**src/hw/rtl/pds_pkg.sv**
```systemverilog
`timescale 1ns / 1ps
`default_nettype none

package pds_pkg;

  localparam int unsigned PIX_W    = 16;
  localparam int unsigned ADDR_W   = 21;
  localparam int unsigned SIZE_W   = 10;
  localparam int unsigned STRIDE_W = 11;
  localparam int unsigned OFFS_W   = 20;
  localparam int unsigned MODE_W   = 2;
  localparam int unsigned CFG_W    = 20;
  localparam int unsigned IDX_W    = 2;
  localparam int unsigned OUT_TDATA_W = 40;

  // Reciprocal of three in 9 fractional bits; exact for dividends below 512.
  localparam logic [8:0] RECIP3 = 9'd171;

  typedef enum logic [MODE_W-1:0] {
    MODE_PLAIN  = 2'd0,
    MODE_ROWS   = 2'd1,
    MODE_GRID   = 2'd2,
    MODE_STRIPE = 2'd3
  } pds_mode_e;

  typedef enum logic [IDX_W-1:0] {
    REG_MODE         = 2'd0,
    REG_HALF_WIDTH   = 2'd1,
    REG_HALF_HEIGHT  = 2'd2,
    REG_START_OFFSET = 2'd3
  } pds_reg_e;

  typedef struct packed {
    pds_mode_e          mode;
    logic [SIZE_W-1:0]  width;   // clamped to [1, max]
    logic [SIZE_W-1:0]  height;  // clamped to [1, max]
    logic [OFFS_W-1:0]  start_offset;
  } pds_cfg_t;

  typedef struct packed {
    logic [ADDR_W-1:0]   base;
    logic [STRIDE_W-1:0] stride;
    logic [PIX_W-1:0]    pixel;
    logic [PIX_W-1:0]    dark;
    pds_mode_e           mode;
    logic                frame_end;
  } pds_item_t;

  // Two thirds of an 8-bit channel value, given as twice the value.
  function automatic logic [7:0] third_of(input logic [8:0] x);
    logic [17:0] prod;
    prod = x * RECIP3;
    return prod[16:9];
  endfunction

  function automatic logic [PIX_W-1:0] darken(input logic [PIX_W-1:0] p);
    logic [7:0] r2;
    logic [7:0] g2;
    logic [7:0] b2;
    r2 = third_of({p[15:11], 4'b0000});
    g2 = third_of({p[10:5], 3'b000});
    b2 = third_of({p[4:0], 4'b0000});
    return {r2[7:3], g2[7:2], b2[7:3]};
  endfunction

endpackage

`default_nettype wire

```
**src/hw/rtl/pds_cfg.sv**
```systemverilog
`timescale 1ns / 1ps
`default_nettype none

module pds_cfg #(
  parameter int unsigned MAX_HALF_WIDTH  = 512,
  parameter int unsigned MAX_HALF_HEIGHT = 512
) (
  input  wire logic                      clk_i,
  input  wire logic                      rst_ni,
  input  wire logic                      cfg_we_i,
  input  wire logic [pds_pkg::IDX_W-1:0] cfg_index_i,
  input  wire logic [pds_pkg::CFG_W-1:0] cfg_data_i,
  output pds_pkg::pds_cfg_t              cfg_o
);
  import pds_pkg::*;

  localparam logic [SIZE_W-1:0] MaxW = SIZE_W'(MAX_HALF_WIDTH);
  localparam logic [SIZE_W-1:0] MaxH = SIZE_W'(MAX_HALF_HEIGHT);

  pds_mode_e          mode_q;
  logic [SIZE_W-1:0]  half_width_q;
  logic [SIZE_W-1:0]  half_height_q;
  logic [OFFS_W-1:0]  start_offset_q;

  always_ff @(posedge clk_i or negedge rst_ni) begin
    if (!rst_ni) begin
      mode_q         <= MODE_ROWS;
      half_width_q   <= SIZE_W'(160);
      half_height_q  <= SIZE_W'(120);
      start_offset_q <= '0;
    end else if (cfg_we_i) begin
      case (pds_reg_e'(cfg_index_i))
        REG_MODE:         mode_q         <= pds_mode_e'(cfg_data_i[MODE_W-1:0]);
        REG_HALF_WIDTH:   half_width_q   <= cfg_data_i[SIZE_W-1:0];
        REG_HALF_HEIGHT:  half_height_q  <= cfg_data_i[SIZE_W-1:0];
        REG_START_OFFSET: start_offset_q <= cfg_data_i[OFFS_W-1:0];
        default: ;
      endcase
    end
  end

  always_comb begin
    cfg_o.mode         = mode_q;
    cfg_o.start_offset = start_offset_q;
    if (half_width_q == '0) begin
      cfg_o.width = SIZE_W'(1);
    end else if (half_width_q > MaxW) begin
      cfg_o.width = MaxW;
    end else begin
      cfg_o.width = half_width_q;
    end
    if (half_height_q == '0) begin
      cfg_o.height = SIZE_W'(1);
    end else if (half_height_q > MaxH) begin
      cfg_o.height = MaxH;
    end else begin
      cfg_o.height = half_height_q;
    end
  end

endmodule

`default_nettype wire

```
**src/hw/rtl/pds_front.sv**
```systemverilog
`timescale 1ns / 1ps
`default_nettype none

module pds_front #(
  parameter int unsigned MAX_HALF_WIDTH  = 512,
  parameter int unsigned MAX_HALF_HEIGHT = 512
) (
  input  wire logic                      clk_i,
  input  wire logic                      rst_ni,
  input  pds_pkg::pds_cfg_t              cfg_i,
  input  wire logic                      s_axis_tvalid,
  output logic                           s_axis_tready,
  input  wire logic [pds_pkg::PIX_W-1:0] pixel_i,
  input  wire logic                      item_pop_i,
  output logic                           item_valid_o,
  output pds_pkg::pds_item_t             item_o
);
  import pds_pkg::*;

  localparam int unsigned ColW = (MAX_HALF_WIDTH > 1) ? $clog2(MAX_HALF_WIDTH) : 1;
  localparam int unsigned RowW = (MAX_HALF_HEIGHT > 1) ? $clog2(MAX_HALF_HEIGHT) : 1;

  logic [ColW-1:0] col_q, col_d;
  logic [RowW-1:0] row_q, row_d;
  logic            item_valid_q;
  pds_item_t       item_q;
  logic            accept;
  logic            col_end;
  logic            row_end;
  logic [RowW+SIZE_W-1:0] row_prod;
  logic [ADDR_W-1:0]      base;

  assign s_axis_tready = !item_valid_q || item_pop_i;
  assign accept        = s_axis_tvalid && s_axis_tready;

  // A counter left beyond a shrunken size still counts as the end.
  assign col_end = SIZE_W'(col_q) >= (cfg_i.width - SIZE_W'(1));
  assign row_end = SIZE_W'(row_q) >= (cfg_i.height - SIZE_W'(1));

  assign row_prod = row_q * cfg_i.width;
  assign base = ADDR_W'(cfg_i.start_offset) + ADDR_W'({row_prod, 2'b00})
              + ADDR_W'({col_q, 1'b0});

  always_comb begin
    col_d = col_q;
    row_d = row_q;
    if (col_end) begin
      col_d = '0;
      row_d = row_end ? '0 : RowW'(row_q + RowW'(1));
    end else begin
      col_d = ColW'(col_q + ColW'(1));
    end
  end

  always_ff @(posedge clk_i or negedge rst_ni) begin
    if (!rst_ni) begin
      col_q        <= '0;
      row_q        <= '0;
      item_valid_q <= 1'b0;
    end else begin
      if (accept) begin
        col_q        <= col_d;
        row_q        <= row_d;
        item_valid_q <= 1'b1;
      end else if (item_pop_i) begin
        item_valid_q <= 1'b0;
      end
    end
  end

  always_ff @(posedge clk_i) begin
    if (accept) begin
      item_q.base      <= base;
      item_q.stride    <= {cfg_i.width, 1'b0};
      item_q.pixel     <= pixel_i;
      item_q.dark      <= darken(pixel_i);
      item_q.mode      <= cfg_i.mode;
      item_q.frame_end <= col_end && row_end;
    end
  end

  assign item_valid_o = item_valid_q;
  assign item_o       = item_q;

endmodule

`default_nettype wire

```
**src/hw/rtl/pds_out.sv**
```systemverilog
`timescale 1ns / 1ps
`default_nettype none

module pds_out (
  input  wire logic                            clk_i,
  input  wire logic                            rst_ni,
  input  wire logic                            item_valid_i,
  input  pds_pkg::pds_item_t                   item_i,
  output logic                                 item_pop_o,
  output logic                                 m_axis_tvalid,
  input  wire logic                            m_axis_tready,
  output logic [pds_pkg::OUT_TDATA_W-1:0]      m_axis_tdata,
  output logic                                 m_axis_tlast,
  output logic                                 m_axis_tuser
);
  import pds_pkg::*;

  logic [1:0]        beat_q;
  logic              out_valid_q;
  logic [ADDR_W-1:0] addr_q, addr_d;
  logic [PIX_W-1:0]  color_q, color_d;
  logic              last_q;
  logic              frame_end_q;
  logic              load;
  logic              use_dark;

  // Beats go top-left, top-right, bottom-left, bottom-right.
  assign load       = item_valid_i && (!out_valid_q || m_axis_tready);
  assign item_pop_o = load && (beat_q == 2'd3);

  always_comb begin
    case (item_i.mode)
      MODE_PLAIN:  use_dark = 1'b0;
      MODE_ROWS:   use_dark = beat_q[1];
      MODE_GRID:   use_dark = (beat_q != 2'd0);
      MODE_STRIPE: use_dark = beat_q[0];
      default:     use_dark = 1'b0;
    endcase
    color_d = use_dark ? item_i.dark : item_i.pixel;
    addr_d  = item_i.base + (beat_q[1] ? ADDR_W'(item_i.stride) : '0)
            + ADDR_W'(beat_q[0]);
  end

  always_ff @(posedge clk_i or negedge rst_ni) begin
    if (!rst_ni) begin
      beat_q      <= '0;
      out_valid_q <= 1'b0;
    end else begin
      if (load) begin
        beat_q      <= beat_q + 2'd1;
        out_valid_q <= 1'b1;
      end else if (m_axis_tready) begin
        out_valid_q <= 1'b0;
      end
    end
  end

  always_ff @(posedge clk_i) begin
    if (load) begin
      addr_q      <= addr_d;
      color_q     <= color_d;
      last_q      <= (beat_q == 2'd3);
      frame_end_q <= item_i.frame_end;
    end
  end

  assign m_axis_tvalid = out_valid_q;
  assign m_axis_tdata  = {(OUT_TDATA_W - ADDR_W - PIX_W)'(0), color_q, addr_q};
  assign m_axis_tlast  = last_q;
  assign m_axis_tuser  = frame_end_q;

endmodule

`default_nettype wire

```
**src/hw/rtl/pixel_doubler_scanline.sv**
```systemverilog
`timescale 1ns / 1ps
`default_nettype none

// Channel   Direction  Payload
// s_axis    in         tdata[15:0] source pixel, RGB565
// m_axis    out        tdata address, color; tlast block end; tuser frame end
// cfg       in         mode, half_width, half_height, start_offset by index
//
// Each source pixel produces four words, one per cycle while the output is
// not stalled; the output beat sequencer takes a new pixel as it loads the
// last word. A pixel is held in the item register, then the output register.
// Reset clears the row and column counters and loads the register defaults.
// A stalled output holds its word; the next pixel is taken while the last
// word of the current block waits to be taken.

module pixel_doubler_scanline #(
  parameter int unsigned MAX_HALF_WIDTH  = 512,
  parameter int unsigned MAX_HALF_HEIGHT = 512
) (
  input  wire logic                            clk_i,
  input  wire logic                            rst_ni,
  input  wire logic                            s_axis_tvalid,
  output logic                                 s_axis_tready,
  input  wire logic [pds_pkg::PIX_W-1:0]       s_axis_tdata,   // pixel
  output logic                                 m_axis_tvalid,
  input  wire logic                            m_axis_tready,
  output logic [pds_pkg::OUT_TDATA_W-1:0]      m_axis_tdata,   // address, color
  output logic                                 m_axis_tlast,
  output logic                                 m_axis_tuser,   // frame_end
  input  wire logic                            cfg_we_i,
  input  wire logic [pds_pkg::IDX_W-1:0]       cfg_index_i,
  input  wire logic [pds_pkg::CFG_W-1:0]       cfg_data_i
);
  import pds_pkg::*;

  pds_cfg_t  cfg;
  pds_item_t item;
  logic      item_valid;
  logic      item_pop;

  pds_cfg #(
    .MAX_HALF_WIDTH (MAX_HALF_WIDTH),
    .MAX_HALF_HEIGHT(MAX_HALF_HEIGHT)
  ) u_cfg (
    .clk_i      (clk_i),
    .rst_ni     (rst_ni),
    .cfg_we_i   (cfg_we_i),
    .cfg_index_i(cfg_index_i),
    .cfg_data_i (cfg_data_i),
    .cfg_o      (cfg)
  );

  pds_front #(
    .MAX_HALF_WIDTH (MAX_HALF_WIDTH),
    .MAX_HALF_HEIGHT(MAX_HALF_HEIGHT)
  ) u_front (
    .clk_i        (clk_i),
    .rst_ni       (rst_ni),
    .cfg_i        (cfg),
    .s_axis_tvalid(s_axis_tvalid),
    .s_axis_tready(s_axis_tready),
    .pixel_i      (s_axis_tdata),
    .item_pop_i   (item_pop),
    .item_valid_o (item_valid),
    .item_o       (item)
  );

  pds_out u_out (
    .clk_i        (clk_i),
    .rst_ni       (rst_ni),
    .item_valid_i (item_valid),
    .item_i       (item),
    .item_pop_o   (item_pop),
    .m_axis_tvalid(m_axis_tvalid),
    .m_axis_tready(m_axis_tready),
    .m_axis_tdata (m_axis_tdata),
    .m_axis_tlast (m_axis_tlast),
    .m_axis_tuser (m_axis_tuser)
  );

endmodule

`default_nettype wire

```
**config.mk**
```make
export PLATFORM = sky130hd
export DESIGN_NAME = pixel_doubler_scanline
export DESIGN_NICKNAME = d
export VERILOG_FILES = /design/src/hw/rtl/pds_pkg.sv /design/src/hw/rtl/pds_cfg.sv /design/src/hw/rtl/pds_front.sv /design/src/hw/rtl/pds_out.sv /design/src/hw/rtl/pixel_doubler_scanline.sv
export SDC_FILE = /design/constraint.sdc
export NUM_CORES = 1
export LEC_CHECK = 0
export ABC_AREA = 0
export BUFFER_PORTS_ARGS = -buffer_cell sky130_fd_sc_hd__buf_2
export CAP_MARGIN = 20
export CORE_ASPECT_RATIO = 0.5
export CORE_UTILIZATION = 38
export DETAILED_ROUTE_END_ITERATION = 8
export HOLD_SLACK_MARGIN = 0.12
export PLACE_DENSITY = 0.58
export SLEW_MARGIN = 30
export SYNTH_ARGS = -nofsm -noshare
export SYNTH_HDL_FRONTEND = slang
export SYNTH_SLANG_ARGS = --single-unit
```
**constraint.sdc**
```tcl
create_clock -name clk_i -period 15.8 [get_ports clk_i]
set_clock_uncertainty 0.1 [all_clocks]
set_input_delay 3.16 -clock clk_i [delete_from_list [all_inputs] [get_ports clk_i]]
set_output_delay 3.16 -clock clk_i [all_outputs]
set_load 0.02 [all_outputs]
```
==> key figures <==
GRT
  • Largest net degree at the start of global routing: 74
  • Total global routing overflow: 0
  • First-pass GRT wire length: about 47 mm
  • Vias in the first global route: 9454
  • Initial antenna violation count: 0
  • Total track usage: 16.77%

Yosys
  • Cell variety after synth: 60
  • Area leader, netlist: edfxtp_1
  • Main combinational cell family by area after synthesis: adder cells
  • Area share of the largest cell type after synthesis: 24.05%
  • Mapped Cells: between 1k and 1.5k
  • Top cells by area, synth: edfxtp_1 (24%), ha_1 (15%), fa_1 (13%)
  • Syn Std Cell Area: between 10000 and 15000 µm²
  • #FFs+latches synth: 169
  • Yosys warnings: 0
  • Simple-gate portion of the synthesized area: 11.50%
  • Post-synth EDFFs: 105
  • Proportion of synthesized area in mux cells: between 5 and 6%
  • Adder-Cell Fraction of Synth Area: 27.53%
  • Compound-Gate Fraction of Synth Area: 8.800%
  • Area share of xor/xnor cells in the synthesized design: 4.610%
  • Seq/Total Area, Yosys: 36.34%
  • Ys flop type: edfxtp_1
  • Post-Syn Area per Cell: between 10 and 15 µm²
  • Ys async rst share: 37.87%

Final layout
  • FF/Latch Area: between 4000 and 5000 µm²
  • Fin area: 14620 µm²
  • Final nets: 1570
  • Layout cells sized above 1: around 15%
  • Diodes inserted: 0
  • Commonest non-fill, non-tap cell in the layout: inv_1
  • FILL cells: 3129
  • Area growth syn-to-layout: 11.49%
  • Most frequent cells in the layout: inv_1 (173), ha_1 (154), edfxtp_1 (105)
  • Non-Filler Instances: 1743
  • Final Util: 43.60%
  • Area occupied by multi-input gates: 7570 µm²

Detailed routing
  • Post-Route M1 WL: around 13 mm
  • 1st-iter DRT viols: 336
  • Drc violations: 0
  • Avg WL per Cell: 15.85 µm
  • Via count: 8785
  • Routed Antenna Nets: 0
  • Routed vias/inst: roughly 5.0
  • DR pass1 iterations: 5
  • Top sig layer: met4
  • Met2 Routed Length: 13.29 mm
  • Final WL: 27.62 mm
  • Metal3 WL: 797 µm

Floorplan
  • Io pins: slightly below 90
  • Initial core utilization: 39.11%
  • Die Span X: 264.7 µm
  • Core ar.: 33520 µm²
  • Die area: 35290 µm²
  • Vert. Die Dim: 133.3 µm
  • Rows: 47

Power
  • P_leak: about 7 nW
  • Clk pwr share: a little over a fifth
  • NetSw: approximately 0.84 mW
  • Register share of total power: 33.4%
  • Combinational power share: between 40 and 50%
  • Pwr per Cell Area: 145.7 nW/µm²
  • Switching share of total power: 39.38%
  • Power Internal: 1.291 mW
  • Maximum VDD drop: 99.38 µV

Clocking
  • Cts-stage hold buffer count: 0
  • Total CTS buffers: 17
  • Post-cts repair resize count: 0
  • Maximum clock insertion buffer count: 2
  • Clock sinks: 169
  • Worst-path clk slew: about 0.080 ns
  • Worst-Skew Late Latency: 0.44 ns
  • CTS root buf: clkbuf_16
  • TritonCTS clock tree: done
  • Setup bufs post-CTS: 0
  • CTS H-tree lvls: 4

Critical path
  • Crit path launch type: flop
  • Crit Path Category: flop to flop
  • Arr. time, crit path: around 7.6 ns
  • Crit Path Max Fanout: 20
  • Req. time, crit path: 15.90 ns
  • Crit path capture type: flop

Place
  • Buffers on Ports: between 80 and 90
  • Post-DP Area: 13980 µm²
  • Final Wtd Congestion: approximately 0.87
  • Dpl ws: 8.370 ns
  • Detailed placement HPWL: 21.22 mm
  • Placed cells: 1711

STA
  • Setup Viol. Count Final: 0
  • Setup ws final: 8.303 ns
  • Slew HR: 36.54%
  • Fin. max-slew vios: 0
  • RSZ-0062 raised after global routing: no
  • Hold Violations, Final: 0
  • Setup TNS: 0 ns
  • Slew of the pin with the lowest slew margin: around 0.95 ns
  • Achievable Freq: roughly 130 MHz
  • Final Cycle Share: between 40% and 50%
  • Final min period: 7.497 ns

Hold path
  • HP Class: flop to flop

Outcome
  • Status: completed

Run
  • Max Cap Violations: 0
[path summary, 6_finish.rpt]
path,from,end,cells past startpoint,slack (ns)
min in group asynchronous,rst_ni,u_cfg.half_height_q[7],2,2.79
worst min register to register,u_front.item_o[0],u_out.m_axis_tuser,0,0.32
worst min-delay path,u_front.item_o[0],u_out.m_axis_tuser,0,0.32
worst max-delay path,u_cfg.half_width_q[9],u_front.item_o[66],23,8.30
max in group asynchronous,rst_ni,u_cfg.start_offset_q[19],2,12.20
worst max register to register,u_cfg.half_width_q[9],u_front.item_o[66],23,8.30
[per-stage QoR]
stage	power [mW]	hold slack (ns)
after floorplan	1.446	0.3003
after global placement	1.671	0.3116
after detailed placement	1.694	0.3084
final	2.130	0.3232
after global routing	2.317	0.3584
after CTS	2.154	0.3259
[state kept, by name (all words and copies together) (netlist names)]
name                  flops
u_out.addr_q             21
u_front.row_q             9
u_front.item_o           66
u_out.beat_q              2
u_cfg.mode_q              2
u_front.col_q             9
u_front.item_valid_o      1
u_out.m_axis_tlast        1
u_out.m_axis_tuser        1
u_out.m_axis_tvalid       1
u_cfg.half_height_q      10
u_out.color_q            16
u_cfg.start_offset_q     20
u_cfg.half_width_q       10
[cell usage after synthesis (5+ instances only)]
cell type / number
edfxtp_1: 105
or3_1: 8
mux2_2: 60
a22o_1: 11
a21oi_1: 43
inv_1: 174
xor2_1: 22
o21ai_0: 37
and2_1: 51
dfstp_2: 7
and3_1: 12
xnor2_1: 47
nand2b_1: 14
clkbuf_1: 28
nor2b_1: 18
ha_1: 154
nand2_1: 86
dfrtp_1: 57
nand4_1: 7
o21a_1: 12
nand3_1: 14
a21o_1: 19
o21bai_1: 6
nor3_1: 23
nor2_1: 45
o31ai_1: 5
fa_1: 84
a211oi_1: 8
[cell families (layout without fill, tap and decap cells)]
logic type,count (synthesis),count (layout)
buf+inv,208,294
fa+ha+maj,238,238
other cells,1,3
xor+xnor,69,69
simple gates,295,295
mux,60,60
flops,169,169
compound gates,174,174
[per-layer routing]
layer | track usage, % | vias up
met2 | 29.37 | 129
met4 | 5.395 | 0
met5 | 0 | -
li1 | - | 4299
met1 | 21.15 | 4325
met3 | 2.884 | 32
[power by group through the flow]
stage | logic (mW) | registers, mW | clock network (mW)
detailed placement | 0.972 | 0.722 | 0
floorplan | 0.717 | 0.730 | 0
CTS | 0.983 | 0.713 | 0.459
finish | 0.971 | 0.712 | 0.447
global placement | 0.953 | 0.718 | 0
global route | 1.12 | 0.725 | 0.475
[area by class of cell]
type                       instances  share of cell area, %
multi-input combinational        839                  51.79
sequential                       169                  32.59
inverter                         176                  4.529
tap                              441                  3.775
timing repair buffer              86                  3.022
clock buffer                      17                  2.911
clock inverter                    15                  1.378
[critical path, stage by stage, from the launching register on]
cell      delay, ns
dfrtp_1        0.61
nor2b_1        0.84
nand2_1        0.21
fa_1           0.60
fa_1           0.47
fa_1           0.54
fa_1           0.56
inv_1          0.04
ha_1           0.32
o21a_1         0.12
o31a_1         0.12
nor3_1         0.37
o21bai_1       0.13
a21oi_1        0.18
xnor2_1        0.14
ha_1           0.26
ha_1           0.34
nand2_1        0.11
o21ai_0        0.12
a21oi_1        0.28
o211ai_1       0.16
or4b_1         0.47
nand3_1        0.09
xnor2_1        0.06
Note: power is estimated with default switching activity, not from simulation.
